<file path="src/hw/rtl/mbb_pkg.sv">
// Package: shared types and constants for the masked 3x3 box blur.
`timescale 1ns / 1ps

package mbb_pkg;

    localparam int SIZE_W       = 11;
    localparam int CHAN_W       = 16;
    localparam int SUM_W        = 20;
    localparam int MULT_W       = 21;
    localparam int PROD_W       = SUM_W + MULT_W;
    localparam int MAX_SIZE_DEF = 1024;

    localparam logic [SIZE_W-1:0] SIZE_RESET = 11'd1024;

    localparam logic FUNC_PIXEL = 1'b0;
    localparam logic FUNC_DRAIN = 1'b1;

    // reciprocals: x/9 = (x*R9)>>24, x/3 = (x*R3)>>21, x/4 = (x*R4)>>21
    localparam logic [MULT_W-1:0] RECIP_9 = 21'd1864136;
    localparam logic [MULT_W-1:0] RECIP_3 = 21'd699051;
    localparam logic [MULT_W-1:0] RECIP_4 = 21'd524288;
    localparam int SHIFT_9  = 24;
    localparam int SHIFT_34 = 21;

    typedef struct packed {
        logic              keep;
        logic [CHAN_W-1:0] red;
        logic [CHAN_W-1:0] green;
        logic [CHAN_W-1:0] blue;
    } pix_t;

    typedef struct packed {
        pix_t upper;
        pix_t lower;
    } line_t;

    // output position info travelling with an item
    typedef struct packed {
        logic pend;
        logic top;
        logic bottom;
        logic left;
        logic right;
        logic last;
    } pos_t;

    typedef enum logic [1:0] {
        DIV_BY_4,
        DIV_BY_6,
        DIV_BY_9
    } div_cls_t;

endpackage

</file>
<file path="src/hw/rtl/mbb_div.sv">
// Divider by 4, 6 or 9 through reciprocal multiplication, one channel.
`timescale 1ns / 1ps

module mbb_div (
    input  logic [mbb_pkg::SUM_W-1:0]  sum,
    input  mbb_pkg::div_cls_t          cls,
    output logic [mbb_pkg::CHAN_W-1:0] quot
);

    logic [mbb_pkg::SUM_W-1:0]  opnd;
    logic [mbb_pkg::MULT_W-1:0] mult;
    logic [mbb_pkg::PROD_W-1:0] prod;

    always_comb
    begin
        case (cls)
            mbb_pkg::DIV_BY_9:
            begin
                opnd = sum;
                mult = mbb_pkg::RECIP_9;
            end
            mbb_pkg::DIV_BY_6:
            begin
                opnd = sum >> 1;
                mult = mbb_pkg::RECIP_3;
            end
            default:
            begin
                opnd = sum;
                mult = mbb_pkg::RECIP_4;
            end
        endcase
    end

    assign prod = mbb_pkg::PROD_W'(opnd) * mbb_pkg::PROD_W'(mult);

    always_comb
    begin
        case (cls)
            mbb_pkg::DIV_BY_9: quot = prod[mbb_pkg::SHIFT_9 +: mbb_pkg::CHAN_W];
            default:           quot = prod[mbb_pkg::SHIFT_34 +: mbb_pkg::CHAN_W];
        endcase
    end

endmodule

</file>
<file path="config.mk">
export PLATFORM = sky130hd
export DESIGN_NAME = mbb_div
export DESIGN_NICKNAME = d
export VERILOG_FILES = /design/src/hw/rtl/mbb_pkg.sv /design/src/hw/rtl/mbb_div.sv
export SDC_FILE = /design/constraint.sdc
export NUM_CORES = 1
export LEC_CHECK = 0
export BUFFER_PORTS_ARGS = -buffer_cell sky130_fd_sc_hd__buf_2
export CAP_MARGIN = 20
export CORE_MARGIN = 2
export CORE_UTILIZATION = 40
export DETAILED_ROUTE_END_ITERATION = 6
export SLEW_MARGIN = 30
export SYNTH_ARGS = -nofsm -noshare
export SYNTH_HDL_FRONTEND = slang
export SYNTH_SLANG_ARGS = --single-unit
</file>
<file path="constraint.sdc">
create_clock -name vclk -period 19.3
set_clock_uncertainty 0.15 [all_clocks]
set_input_delay 0.965 -clock vclk [all_inputs]
set_output_delay 0.965 -clock vclk [all_outputs]
set_load 0.05 [all_outputs]
</file>
# Word-level counts from Yosys, hierarchy flattened
# Cells that the tools add are included.
# classes
n_mux	3
mul	1
n_eq_ne	2
# op_table
op	count
case mux 21 bit (2 select lines)	1
multiplier 20 x 21 -> 40 bit	1
2-to-1 mux 20 bit	1
2-to-1 mux 16 bit	1
equality test 2 x 1 -> 1 bit, second input constant	1
equality test 2 bit, second input constant	1
# word_totals
inputBits	22
out_inout_bits	16
word_cells	6
register_bits	0

# Logic depth before layout (Yosys ltp)
# depth
ltp_word	4
depth_mapped	32
mapped_depth_nobuf	29

# Worst setup path before layout
# No wires, ideal clock.
# synth_timing
kind	input to output
start	input cls[1]
end	output quot[10] (netlist bit)
arrival_ps	8590
path_stages	26
setup_slack_ps	9595
required_ps	18185
n_path_buf	3
path_cell_list	inv_1 > ha_1 > buf_6 > clkbuf_1 > clkbuf_1 > mux2_2 > nand2_1 > fa_1 > fa_1 > fa_1 > inv_1 > fa_1 > fa_1 > fa_1 > inv_1 > fa_1 > inv_1 > ha_1 > nand3_1 > nor3_1 > nand4_1 > o211ai_2 > a21oi_4 > o21ai_0 > xnor2_1 > o21ai_0
# synth_via
elab_chain_len	4
word_cells_on_any_way	6
cone_classes	mul: 1; eq/ne: 2; mux: 3
# synth_lines
element	line_no	source
from (decl)	mbb_div.sv:6	input mbb_pkg::div_cls_t cls,
equality test 2 x 1 -> 1 bit / equality test 2 bit (equally long branches)	mbb_div.sv:16, mbb_div.sv:39	
case mux 21 bit (2 select lines) / 2-to-1 mux 20 bit (equally long branches)	mbb_div.sv:16	case (cls)
multiplier 20 x 21 -> 40 bit	mbb_div.sv:35	assign prod = mbb_pkg::PROD_W'(opnd) * mbb_pkg::PROD_W'(mult);
2-to-1 mux 16 bit *	mbb_div.sv:39	case (cls)
to (decl)	mbb_div.sv:7	output logic [mbb_pkg::CHAN_W-1:0] quot
# Mark *: on every way between the ends. The rest lies on a longest branch, timed or not.

# Final worst setup path
# layout_timing
start	input cls[1]
end	output quot[15] (netlist bit)
# The elaborated chain is that of the path after synthesis.

==> impl_metrics.toml <==
[run_status]
status = "completed"

[final_layout]
stdcell_area_um2 = 10600
numSequentialCells = 0
utilization = 0.432
multi_input_area_um2 = 8690
nets = 1524
final_cell_count_no_fill = 1412
final_common_cell = "inv_1"
final_cell_mix = "inv_1, fa_1, ha_1, nand2_1, buf_2"
final_layout_size_suffix_gt1_frac = 0.0625
area_growth_pct = 5.52
diodes = 0
final-seq-area_um2 = 0
fill_cells = 2418
clock_buffers = 0

[sta]
slew_headroom = 0.355
tns_ns = 0
tightestPinTransition_ns = 0.967
fin_crit_ns = 10.23
finalSetupViolations = 0
fmax_mhz = 97.8
hold_viol = 0
drv_slew = 0
fin_crit_sh = 0.530
grt_setup_unrepaired = "false"

[floorplan]
die-area_um2 = 26300
core_area_um2 = 24500
die_w_um = 162
row_count = 57
start_util = 0.410
fp.dieH_um = 162
pin_count = 38

[critical_path]
cp_common_cell = "fa_1"
slowest_delay_ns = 0.60
start_kind = "primary input"
cp.arrival_ns = 9.11
critPathLaunch = "cls[1]"
critPathRequiredTime_ns = 18.19
critical_path_class = "primary input to output port"
crit_slowest_cell = "fa_1"
worstPathMaxFanout = 18
critPathCaptureType = "output port"
path_buf_inv = 8
critPathTopFamily = "adder cells"

[global_route]
grtUsageTotal = 0.192
grt_max_degree = 26
antenna_found_initial = 0
grt_pass1_wl_mm = 39.4
grt_pass1_vias = 7435
grt-ovfl-total = 0

[hold_path]
min_path_type = "primary input to output port"
holdCritStartpoint = "cls[1]"

[synth]
netlist_instances = 1061
ys_warn_count = 0
synth-seq-area-share = 0
avgSynthCellArea_um2 = 9.45
syn_nets = 1495
ys_types = 48
syn_area_um2 = 10000

[detailed_routing]
ant_nets = 0
drtIter0Drc = 323
dr.pass1.iters = 5
drc = 0
wl_mm = 23.2
vias = 6691
avgRoutedWirePerCell_um = 16.5
viasPerCell = 4.74

[placed_design]
post_dp_cell_area_um2 = 10600
port-buffer-count = 38
dpl.hpwl_mm = 22.2
place_inst = 1412
gp_congestion = 0.923

[flow_run]
cap_violations = 0

[clocking]
post_cts_buffers = 0
cts_resized = 0
holdBufCountCts = 0
[logic make-up (layout without fill, tap and decap cells)]
logic type                 after synthesis  count (layout)  share of synthesized area
buffers and inverters                  355             382                      0.134
AOI/OAI and AO/OA                       88              88                     0.0613
and+or+nand+nor                        140             140                     0.0685
muxes                                   27              27                     0.0295
adders and majority gates              412             412                      0.673
xor gates and xnor gates                39              39                     0.0341
[metal layers]
metal / vias up / GRT usage / part of all wire
li1: 3266 / - / -
met1: 3266 / 0.294 / 0.49
met2: 149 / 0.291 / 0.43
met3: 10 / 0.0439 / 0.073
met4: 0 / 0.0129 / 0.0080
met5: - / 0 / 0
[path summary, 6_finish.rpt]
check	to	cells after the start	slack (ns)
setup / recovery	quot[15]	30	9.07
hold / removal	quot[7]	5	2.71
[synthesized netlist by cell type, types with 3 or more instances]
cell | n | area share
a211oi_1 | 3 | 0.0022
a21o_1 | 12 | 0.0090
a21oi_1 | 27 | 0.013
and2_1 | 15 | 0.0094
clkbuf_1 | 11 | 0.0041
fa_1 | 212 | 0.42
ha_1 | 200 | 0.25
inv_1 | 343 | 0.13
mux2_2 | 10 | 0.011
mux2i_1 | 16 | 0.016
nand2_1 | 42 | 0.016
nand2b_1 | 5 | 0.0031
nand3_1 | 10 | 0.0050
nor2_1 | 33 | 0.012
nor2b_1 | 17 | 0.011
nor3_1 | 4 | 0.0020
o2111ai_1 | 3 | 0.0026
o211ai_1 | 4 | 0.0030
o21ai_0 | 14 | 0.0070
o21ai_1 | 3 | 0.0015
o21bai_1 | 3 | 0.0022
or2_2 | 4 | 0.0025
xnor2_1 | 31 | 0.027
xor2_1 | 8 | 0.0070
[stage by stage]
| step | setup WS, ns | hold WS (ns) |
|---|---|---|
| after floorplan | 9.59 | 2.42 |
| after global placement | 9.15 | 2.73 |
| after detailed placement | 9.11 | 2.73 |
| after CTS | 9.07 | 2.73 |
| after global routing | 8.59 | 2.79 |
| final | 9.07 | 2.71 |
[cell type report]
type,instances,area share
timing repair buffer,39,0.0187
tap,324,0.0383
inverter,343,0.122
multi-input combinational,706,0.821
Power is left out: the tool's default activity adds up to more than one toggle a clock period on the data nets, which glitch-free logic cannot reach.
